<file path="config.mk">
export PLATFORM = sky130hd
export DESIGN_NAME = midi_byte_stream_parser_core
export DESIGN_NICKNAME = d
export VERILOG_FILES = /design/src/rtl/mbsp_pkg.sv /design/src/rtl/mbsp_decode.sv /design/src/rtl/midi_byte_stream_parser_core.sv
export VERILOG_INCLUDE_DIRS = /design/src /design/src/rtl
export SDC_FILE = /design/constraint.sdc
export NUM_CORES = 1
export LEC_CHECK = 0
export ABC_AREA = 1
export BUFFER_PORTS_ARGS = -buffer_cell sky130_fd_sc_hd__buf_2
export CORE_ASPECT_RATIO = 1.5
export CORE_MARGIN = 10
export CORE_UTILIZATION = 27
export CTS_BUF_LIST = sky130_fd_sc_hd__clkbuf_16
export DETAILED_ROUTE_END_ITERATION = 16
export PLACE_DENSITY_LB_ADDON = 0.12
export SLEW_MARGIN = 20
export SYNTH_ARGS = -nofsm -noshare
export SYNTH_HDL_FRONTEND = slang
export SYNTH_HIERARCHICAL = 1
export SYNTH_SLANG_ARGS = --single-unit
</file>
<file path="constraint.sdc">
create_clock -name clk -period 5.2 [get_ports clk]
set_clock_uncertainty 0.05 [all_clocks]
set_input_delay 1.04 -clock clk [delete_from_list [all_inputs] [get_ports clk]]
set_output_delay 1.04 -clock clk [all_outputs]
set_load 0.02 [all_outputs]
</file>
<file path="src/rtl/midi_byte_stream_parser_core_defines.svh">
// Assertion macros for the MIDI byte stream parser.
`ifndef MIDI_BYTE_STREAM_PARSER_CORE_DEFINES_SVH
`define MIDI_BYTE_STREAM_PARSER_CORE_DEFINES_SVH

`ifndef SYNTH
`define MBSP_ASSERT(label, expr) \
	label: assert property (@(posedge clk) disable iff (!arst_n) (expr)) \
		else $error("mbsp assertion failed");
`define MBSP_ASSERT_NEXT(label, pre, post) \
	label: assert property (@(posedge clk) disable iff (!arst_n) (pre) |=> (post)) \
		else $error("mbsp assertion failed");
`else
`define MBSP_ASSERT(label, expr)
`define MBSP_ASSERT_NEXT(label, pre, post)
`endif

`endif

</file>
<file path="src/rtl/mbsp_pkg.sv">
`timescale 1ns / 1ps
package mbsp_pkg;

	localparam int LEN_BITS = 16;
	localparam logic [LEN_BITS-1:0] LEN_MAX = 16'hffff;

	localparam logic [7:0] ST_NOTE_OFF  = 8'h80;
	localparam logic [7:0] ST_NOTE_ON   = 8'h90;
	localparam logic [7:0] ST_SYSEX     = 8'hf0;
	localparam logic [7:0] ST_SYSEX_END = 8'hf7;
	localparam logic [7:0] NIB_MASK     = 8'h0f;
	localparam logic [7:0] VEL_DEFAULT  = 8'h40;
	localparam logic [3:0] HI_PROG      = 4'hc;
	localparam logic [3:0] HI_PRESS     = 4'hd;

	typedef enum logic [2:0] {
		KIND_CHAN   = 3'd0,
		KIND_SXDATA = 3'd1,
		KIND_SXEND  = 3'd2,
		KIND_RT     = 3'd3,
		KIND_ERR    = 3'd4
	} kind_t;

	typedef enum logic [3:0] {
		PH_STATUS = 4'b0001,
		PH_FIRST  = 4'b0010,
		PH_SECOND = 4'b0100,
		PH_SYSEX  = 4'b1000
	} phase_t;

	typedef struct packed {
		logic [7:0] status;
		phase_t     phase;
		logic [7:0] first;
	} parse_state_t;

	typedef struct packed {
		logic [LEN_BITS-1:0] sysex_length;
		logic [7:0]          data_b;
		logic [7:0]          data_a;
		logic [3:0]          channel;
		logic [7:0]          opcode;
		kind_t               kind;
	} result_t;

endpackage

</file>
<file path="src/rtl/mbsp_decode.sv">
`timescale 1ns / 1ps
module mbsp_decode
	import mbsp_pkg::*;
#(
	parameter int SYSEX_COUNT_BITS = 16
) (
	input  logic [7:0]                  in_byte,
	input  parse_state_t                st,
	input  logic [SYSEX_COUNT_BITS-1:0] count,
	output parse_state_t                nxt,
	output logic [SYSEX_COUNT_BITS-1:0] nxt_count,
	output logic                        emit,
	output result_t                     res
);

	logic        one_data;
	logic [7:0]  opc_hi;
	logic [31:0] count_ext;

	assign one_data  = (st.status[7:4] == HI_PROG) || (st.status[7:4] == HI_PRESS);
	assign opc_hi    = st.status & ~NIB_MASK;
	assign count_ext = 32'(count);

	always_comb begin
		nxt              = st;
		nxt_count        = count;
		emit             = 1'b0;
		res.kind         = KIND_CHAN;
		res.opcode       = '0;
		res.channel      = '0;
		res.data_a       = '0;
		res.data_b       = '0;
		res.sysex_length = '0;
		unique case (st.phase)
			PH_SYSEX: begin
				emit       = 1'b1;
				res.opcode = ST_SYSEX;
				if (in_byte == ST_SYSEX_END) begin
					res.kind         = KIND_SXEND;
					res.sysex_length = (count_ext > 32'(LEN_MAX)) ? LEN_MAX
						: count_ext[LEN_BITS-1:0];
					nxt.phase        = PH_STATUS;
					nxt_count        = '0;
				end else begin
					res.kind   = KIND_SXDATA;
					res.data_a = in_byte;
					if (count != '1) begin
						nxt_count = count + 1'b1;
					end
				end
			end
			PH_SECOND: begin
				emit        = 1'b1;
				res.kind    = KIND_CHAN;
				res.channel = st.status[3:0];
				res.data_a  = st.first;
				nxt.phase   = PH_STATUS;
				if (opc_hi == ST_NOTE_ON && in_byte == 8'h00) begin
					res.opcode = ST_NOTE_OFF;
					res.data_b = VEL_DEFAULT;
				end else begin
					res.opcode = opc_hi;
					res.data_b = in_byte;
				end
			end
			PH_FIRST, PH_STATUS: begin
				if (st.phase == PH_STATUS && in_byte[7]) begin
					if (in_byte < ST_SYSEX) begin
						nxt.status = in_byte;
						nxt.phase  = PH_FIRST;
					end else begin
						nxt.status = '0;
						if (in_byte == ST_SYSEX) begin
							nxt.phase = PH_SYSEX;
							nxt_count = '0;
						end else begin
							emit        = 1'b1;
							res.kind    = (in_byte <= ST_SYSEX_END) ? KIND_ERR : KIND_RT;
							res.opcode  = in_byte;
							res.channel = in_byte[3:0];
						end
					end
				end else if (st.phase == PH_FIRST || st.status[7]) begin
					if (one_data) begin
						emit        = 1'b1;
						res.kind    = KIND_CHAN;
						res.opcode  = opc_hi;
						res.channel = st.status[3:0];
						res.data_a  = in_byte;
						nxt.phase   = PH_STATUS;
					end else begin
						nxt.first = in_byte;
						nxt.phase = PH_SECOND;
					end
				end else begin
					emit       = 1'b1;
					res.kind   = KIND_ERR;
					res.data_a = in_byte;
				end
			end
			default: begin
				nxt.phase = PH_STATUS;
			end
		endcase
	end

endmodule

</file>
<file path="src/rtl/midi_byte_stream_parser_core.sv">
// MIDI byte stream parser with running status.
// A byte is registered in the input stage and any result in the result buffer.
// Throughput: one byte per cycle unless the result buffer is full; a two-entry
// result buffer keeps input flowing while a result waits to be taken.
// Reset: arst_n clears the parse state, the input stage and the result buffer.
`timescale 1ns / 1ps
`include "midi_byte_stream_parser_core_defines.svh"
module midi_byte_stream_parser_core
	import mbsp_pkg::*;
#(
	parameter int SYSEX_COUNT_BITS = 16
) (
	input  logic        clk,
	input  logic        arst_n,
	input  logic        s_tvalid,
	output logic        s_tready,
	input  logic [7:0]  s_tdata,  // in_byte[7:0]
	output logic        m_tvalid,
	input  logic        m_tready,
	// opcode[7:0], channel[11:8], data_a[19:12], data_b[27:20],
	// sysex_length[43:28], zero[47:44]
	output logic [47:0] m_tdata,
	output logic [2:0]  m_tuser   // kind[2:0]
);

	logic                        valid_s1;
	logic [7:0]                  byte_s1;
	parse_state_t                st_q;
	parse_state_t                st_nxt;
	logic [SYSEX_COUNT_BITS-1:0] count_q;
	logic [SYSEX_COUNT_BITS-1:0] count_nxt;
	logic                        emit;
	result_t                     res;

	result_t    buf_q [2];
	logic       rd_ptr_q;
	logic       wr_ptr_q;
	logic [1:0] cnt_q;
	logic       full;
	logic       consume;
	logic       push;
	logic       pop;
	result_t    head;

	assign full     = (cnt_q == 2'd2);
	assign consume  = valid_s1 && !full;
	assign s_tready = !valid_s1 || consume;
	assign push     = consume && emit;
	assign pop      = m_tvalid && m_tready;

	mbsp_decode #(
		.SYSEX_COUNT_BITS(SYSEX_COUNT_BITS)
	) u_decode (
		.in_byte   (byte_s1),
		.st        (st_q),
		.count     (count_q),
		.nxt       (st_nxt),
		.nxt_count (count_nxt),
		.emit      (emit),
		.res       (res)
	);

	always_ff @(posedge clk or negedge arst_n) begin
		if (!arst_n) begin
			valid_s1 <= 1'b0;
		end else if (s_tready) begin
			valid_s1 <= s_tvalid;
		end
	end

	always_ff @(posedge clk) begin
		if (s_tvalid && s_tready) begin
			byte_s1 <= s_tdata;
		end
	end

	// advance parse state on each consumed byte
	always_ff @(posedge clk or negedge arst_n) begin
		if (!arst_n) begin
			st_q.status <= '0;
			st_q.phase  <= PH_STATUS;
			st_q.first  <= '0;
			count_q     <= '0;
		end else if (consume) begin
			st_q    <= st_nxt;
			count_q <= count_nxt;
		end
	end

	always_ff @(posedge clk or negedge arst_n) begin
		if (!arst_n) begin
			rd_ptr_q <= 1'b0;
			wr_ptr_q <= 1'b0;
			cnt_q    <= 2'd0;
		end else begin
			if (push) begin
				wr_ptr_q <= ~wr_ptr_q;
			end
			if (pop) begin
				rd_ptr_q <= ~rd_ptr_q;
			end
			if (push && !pop) begin
				cnt_q <= cnt_q + 2'd1;
			end else if (pop && !push) begin
				cnt_q <= cnt_q - 2'd1;
			end
		end
	end

	always_ff @(posedge clk) begin
		if (push) begin
			buf_q[wr_ptr_q] <= res;
		end
	end

	assign head     = buf_q[rd_ptr_q];
	assign m_tvalid = (cnt_q != 2'd0);
	assign m_tuser  = head.kind;
	assign m_tdata  = {4'b0000, head.sysex_length, head.data_b, head.data_a,
		head.channel, head.opcode};

	`MBSP_ASSERT(a_buf_bound, cnt_q != 2'd3)
	`MBSP_ASSERT(a_sysex_no_status, st_q.phase != PH_SYSEX || st_q.status == 8'h00)
	`MBSP_ASSERT(a_second_has_status, st_q.phase != PH_SECOND || st_q.status[7])
	`MBSP_ASSERT_NEXT(a_hold_s1, valid_s1 && !consume, valid_s1 && $stable(byte_s1))

endmodule
</file>
==> results of run 1 <==
[synthesized netlist by cell type, drive strengths merged]
cell and instances:
conb 1, nand4 13, ha 2, o211ai 3, edfxtp 102, nor3 6
nand3b 2, nor2 61, nand3 71, clkbuf 5, xor2 5, a21oi 16
dfrtp 40, clkinv 1, xnor2 2, a21o 3, o22ai 3, o221ai 1
buf 27, nand2 345, o21ai 24, nor4 2, dfstp 1, inv 55
o2111a 1
[per-stage QoR]
stage,utilization,instance area (µm²)
6_report,0.314,8280
5_1_grt,0.314,8280
4_1_cts,0.314,8280
3_5_place_dp,0.294,7760
3_3_place_gp,0.294,7760
2_1_floorplan,-,7220
[final cells by class]
cell class              instances  area [µm²]
repair buffers                 65         338
flip-flops and latches        143        4090
fillers                      2780       18100
inverters                      56         211
multi-input cells             564        2690
well taps                     337         422
clock inverters                15        92.6
clock buffers                  17         425
[state kept, by name, indices dropped and copies added (netlist names)]
signal    cells
wr_ptr_q      1
st_q         20
cnt_q         2
valid_s1      1
rd_ptr_q      1
byte_s1       8
buf_q        94
count_q      16
[power groups by stage]
stage                     registers [mW]  clock network [mW]  logic (mW)
after floorplan                     1.68                   0        1.41
after global placement              1.71                   0        1.99
after detailed placement            1.71                   0        1.99
after CTS                           1.70                1.12        1.99
after global routing                1.72                1.17        2.16
final                               1.69                1.08        1.93
[worst reg2reg max path, stage by stage, from the launching register on]
cell	delay [ns]
dfrtp_1	0.49
nor2_4	0.17
nand3_2	0.12
nor2_2	0.50
o211ai_1	0.23
nand3_1	0.13
nand3_1	0.17
nor2_4	0.62
buf_4	0.50
[worst min path at each step]
stage	slack (ns)	start	endpoint
detailed placement	0.41	st_q[0]	st_q[0]
global placement	0.41	st_q[7]	st_q[7]
CTS	0.42	st_q[0]	st_q[0]
floorplan	0.39	st_q[0]	st_q[0]
global route	0.44	st_q[7]	st_q[7]
finish	0.42	st_q[0]	st_q[0]
[cells by family (layout without fill, tap and decap cells)]
group / count (synthesis) / in the layout / share of synthesized area
and+or+nand+nor: 500 / 500 / 0.317
DFF: 143 / 143 / 0.568
buffers and inverters: 88 / 153 / 0.0613
AOI/OAI and AO/OA: 51 / 51 / 0.0415
xor gates and xnor gates: 7 / 7 / 0.00851
adders and majority gates: 2 / 2 / 0.00347
other: 1 / 4 / 0.000520
[layer usage]
metal | global-route usage | vias to the layer above | routed length [µm]
met4 | 0.0593 | 0 | 657
met5 | 0 | - | 0
met1 | 0.128 | 2535 | 8060
met2 | 0.237 | 76 | 11500
met3 | 0.0259 | 29 | 507
li1 | - | 2701 | -
==> metrics.yaml, run 1 <==
power_frac_clock: 0.230
slowest_stage: "nor2_4"
drtIter0Drc: 323
p_seq_frac: 0.360
fin_cells: 1197
area_growth_pct: 14.8
powerDensity_mw_per_mm2: 568
critical_path_class: "reg2reg"
yosysTopAreaCellShare: 0.425
routed_wl_um: 20800
reg2reg_depth: 8
ant_nets: 0
htree_levels: 4
arrival_ns: 3.37
required_ns: 5.22
p_sw_frac: 0.428
worst_setup_path_start_kind: "flip-flop"
dieArea_mm2: 0.0338
critPathBufInv: 1
gp_congestion: 0.800
timing.hold.ws_ns: 0.420
dp_hpwl_um: 14400
fin_nets: 861
hold_violations: 0
maxSlewViolCount: 0
p_int_mw: 2.69
avgRoutedWirePerCell_um: 17.3
p_sw_mw: 2.01
ctsResizeCount: 0
die_w_um: 153
cts_buffer_depth: 2
rsz0062_at_grt: "no"
period_share: 0.644
numCtsBuffers: 17
cts.reportedPaths.clkPinSlew_ns: 0.06
vias: 5341
gr-total-overflow: 0
syn_inst: 792
finalPower_mw: 4.70
start_util: 0.273
final_cell_mix: "337 x nand2_1, 102 x edfxtp_1, 60 x buf_2"
antenna_found_initial: 0
pwr-share-comb: 0.410
r2r-start: "st_q[11]"
worstSetupEndpoint: "buf_q[1][31]"
worstMarginPinSlew_ns: 0.939
placed_cells: 1165
crit_cells: 8
cpLargestDelayFamily: "simple AND/OR/NAND/NOR gates"
yosysTopAreaCell: "edfxtp_1"
cts_tree: "yes"
grt_use_total: 0.125
synth_warnings: 6
grt_first_pass_wirelength_um: 32100
grt_max_degree: 49
power_leakage_nw: 3.61
synth_area_leaders: "edfxtp_1 43%, nand2_1 18%, dfrtp_1 14%"
clk_latency_ns: 0.42
rows: 73
setup_tns_ns: 0
place_ws_ns: 1.81
hold_path.class: "reg2reg"
max_stage_delay_ns: 0.62
rrSetupSlack_ns: 1.85
final_common_cell: "nand2_1"
syn_avg_cell_area_um2: 9.10
relSlewSlack: 0.374
r2r-end: "buf_q[1][31]"
ctsHoldBuffers: 0
synth_cell_types: 42
num_antenna_cells: 0
vias_per_cell: 4.46
synth_seq_cells: 143
post-route-min-period_ns: 3.35
drt_first_pass_iters: 4
core_mm2: 0.0264
holdPathStages: 2
irDropWorstVdd_mv: 0.251
outcome: "finished, final reports clean"
die_h_um: 220
maxCapViolations: 0
fmaxAchievable_ghz: 0.299
grt_pass1_vias: 5493
cts_setup_buffers: 0
io_buffer_count: 60
setup_slack_ns: 1.85
ios: 65
cp-end-kind: "flip-flop"
setup_violations: 0
crit_start: "st_q[11]"
synth_area_mm2: 0.00721
crit_chain: "nor2_4, nand3_2, nor2_2, o211ai_1, nand3_1, nand3_1, nor2_4, buf_4"
cts_sinks: 143
yosysSeqAreaShare: 0.568
drive_above_1_share: 0.177
cts_root_buf: "clkbuf_16"
path_max_fanout: 28
drc: 0
No activity file was read; power rests on OpenSTA's default activity.
==> inputs of run 2 (changes only) <==
==> constraint.sdc (replaced) <==
create_clock -name clk -period 3.1 [get_ports clk]
set_clock_uncertainty 0.05 [all_clocks]
set_input_delay 0.62 -clock clk [delete_from_list [all_inputs] [get_ports clk]]
set_output_delay 0.62 -clock clk [all_outputs]
set_load 0.02 [all_outputs]
==> metrics.yaml, run 2 (synthesis results as in run 1) <==
grt_use_total: 0.123  # was 0.125
cts_sinks: 143  # unchanged
placed_area_mm2: 0.00785  # was 0.00776 mm²
drc: 0  # unchanged
hold_violations: 0  # unchanged
wl_met2_um: 11600  # was 11500 µm
avgRoutedWirePerCell_um: 17.1  # was 17.3 µm
cts_setup_buffers: 0  # unchanged
worst_setup_path_start_kind: "flip-flop"  # unchanged
fill_cells: 2780  # unchanged
arrival_ns: 1.84  # was 3.37 ns
ios: 65  # unchanged
rsz0062_at_grt: "no"  # unchanged
numCtsBuffers: 17  # unchanged
cp-end-kind: "primary output"  # was flip-flop
rrSetupSlack_ns: 0.63  # was 1.85 ns
routed-wl-met3_um: 585  # was 507 µm
wl_met1_um: 7940  # was 8060 µm
ctsHoldBuffers: 0  # unchanged
routed_wl_um: 20500  # was 20800 µm
gp_congestion: 0.827  # was 0.800
cts.reportedPaths.clkPinSlew_ns: 0.06  # about the same
hold_path.class: "in2async"  # was reg2reg
dieArea_mm2: 0.0338  # unchanged
core_mm2: 0.0264  # unchanged
largest_register: "buf_q"  # unchanged
cts_root_buf: "clkbuf_16"  # unchanged
fin_nets: 868  # was 861
irDropWorstVdd_mv: 0.451  # was 0.251 mV
largest_register_ffs: 94  # unchanged
grt_first_pass_wirelength_um: 32000  # was 32100 µm
num_antenna_cells: 0  # unchanged
worstMarginPinSlew_ns: 0.622  # was 0.939 ns
drive_above_1_share: 0.188  # was 0.177
rows: 73  # unchanged
die_h_um: 220  # unchanged
final_cell_mix: "337 x nand2_1, 102 x edfxtp_1, 60 x buf_2"  # unchanged
fmaxAchievable_ghz: 0.398
stdcell_area_mm2: 0.00840  # was 0.00828 mm²
start_util: 0.273  # unchanged
io_buffer_count: 60  # unchanged
vias: 5434  # was 5341
ctsResizeCount: 0  # unchanged
powerDensity_mw_per_mm2: 966  # was 568 mW/mm²
gr-total-overflow: 0  # unchanged
grt_max_degree: 49  # unchanged
setup_violations: 0  # unchanged
maxCapViolations: 0  # unchanged
maxSlewViolCount: 0  # unchanged
ant_nets: 0  # unchanged
regArea_mm2: 0.00409  # unchanged
vias_per_cell: 4.51  # was 4.46
cts_buffer_depth: 2  # unchanged
htree_levels: 4  # unchanged
setup_tns_ns: 0  # unchanged
final_common_cell: "nand2_1"  # unchanged
r2r-end: "buf_q[1][44]"  # was buf_q[1][31]
power_leakage_nw: 3.65  # was 3.61 nW
area_growth_pct: 16.6  # was 14.8%
die_w_um: 153  # unchanged
grt_pass1_vias: 5514  # was 5493
period_share: 0.810
routed.top_layer: "met4"  # unchanged
r2r-start: "st_q[11]"  # unchanged
required_ns: 2.43  # was 5.22 ns
dp_hpwl_um: 14500  # was 14400 µm
antenna_found_initial: 0  # unchanged
top_regs: "buf_q (94), st_q (20), count_q (16)"  # unchanged
drtIter0Drc: 304  # was 323
critical_path_class: "reg2out"  # was reg2reg
reg2reg_depth: 9  # was 8
post-route-min-period_ns: 2.51
cts_tree: "yes"  # unchanged
drt_first_pass_iters: 4  # unchanged
multiInputGateArea_mm2: 0.00269  # unchanged
relSlewSlack: 0.582  # was 0.374
path_max_fanout: 27  # was 28
clk_latency_ns: 0.42  # about the same
outcome: "finished, final reports clean"  # unchanged
## run 2: cell types whose count changed in the layout (fill, tap and decap cells not counted), sizes merged
cell,previous run,this run
buf,65,72
inv,61,58
bufinv,1,2
clkinvlp,0,2
## run 2: cell type report
type / instances / share of cell area
Sequential cell: 143 / 0.487
Multi-Input combinational cell: 564 / 0.321
Timing Repair Buffer: 72 / 0.0509
Clock buffer: 17 / 0.0506
Tap cell: 337 / 0.0502
Inverter: 56 / 0.0252
Clock inverter: 15 / 0.0156
## run 2: routing by layer
layer	vias to the layer above	GRT usage
li1	2713	-
met1	2623	0.126
met2	75	0.235
met3	23	0.0265
met4	0	0.0515
met5	-	0
## run 2: worst max path at each step
stage	startpoint	endpoint	slack, ns	cells after the start
after floorplan	st_q[11]	buf_q[0][0]	0.28	8
after global placement	st_q[11]	buf_q[1][41]	0.64	9
after detailed placement	st_q[11]	buf_q[1][41]	0.61	9
after CTS	rd_ptr_q	m_tdata[27]	0.53	5
after global routing	st_q[11]	buf_q[1][7]	0.41	9
final	rd_ptr_q	m_tdata[27]	0.59	5
## run 2: per-stage QoR
step / total power [mW] / std cells / setup WS [ns] / hold slack [ns] / utilization
5_1_grt: 8.69 / 1204 / 0.409 / 0.0901 / 0.318
3_3_place_gp: 6.34 / 1172 / 0.640 / 0.406 / 0.297
4_1_cts: 8.29 / 1204 / 0.531 / 0.0815 / 0.318
3_5_place_dp: 6.33 / 1172 / 0.615 / 0.408 / 0.297
6_report: 8.12 / 1204 / 0.589 / 0.0681 / 0.318
2_1_floorplan: 5.18 / 795 / 0.276 / 0.274 / -
## run 2: report_power, final
| group | total [mW] | leakage, nW | internal [mW] | switching, mW |
|---|---|---|---|---|
| sequential | 2.85 | 1.49 | 2.62 | 0.232 |
| combinational | 3.33 | 1.88 | 0.892 | 2.44 |
| clock | 1.94 | 0.281 | 1.16 | 0.776 |
| total | 8.12 | 3.65 | 4.67 | 3.45 |
## run 2: worst max-delay path, stage by stage, from the launching register on
cell and delay (ns):
dfrtp_2 0.40, inv_2 0.41, buf_12 0.25, nand2_1 0.07, nand2_1 0.08, buf_2 0.17
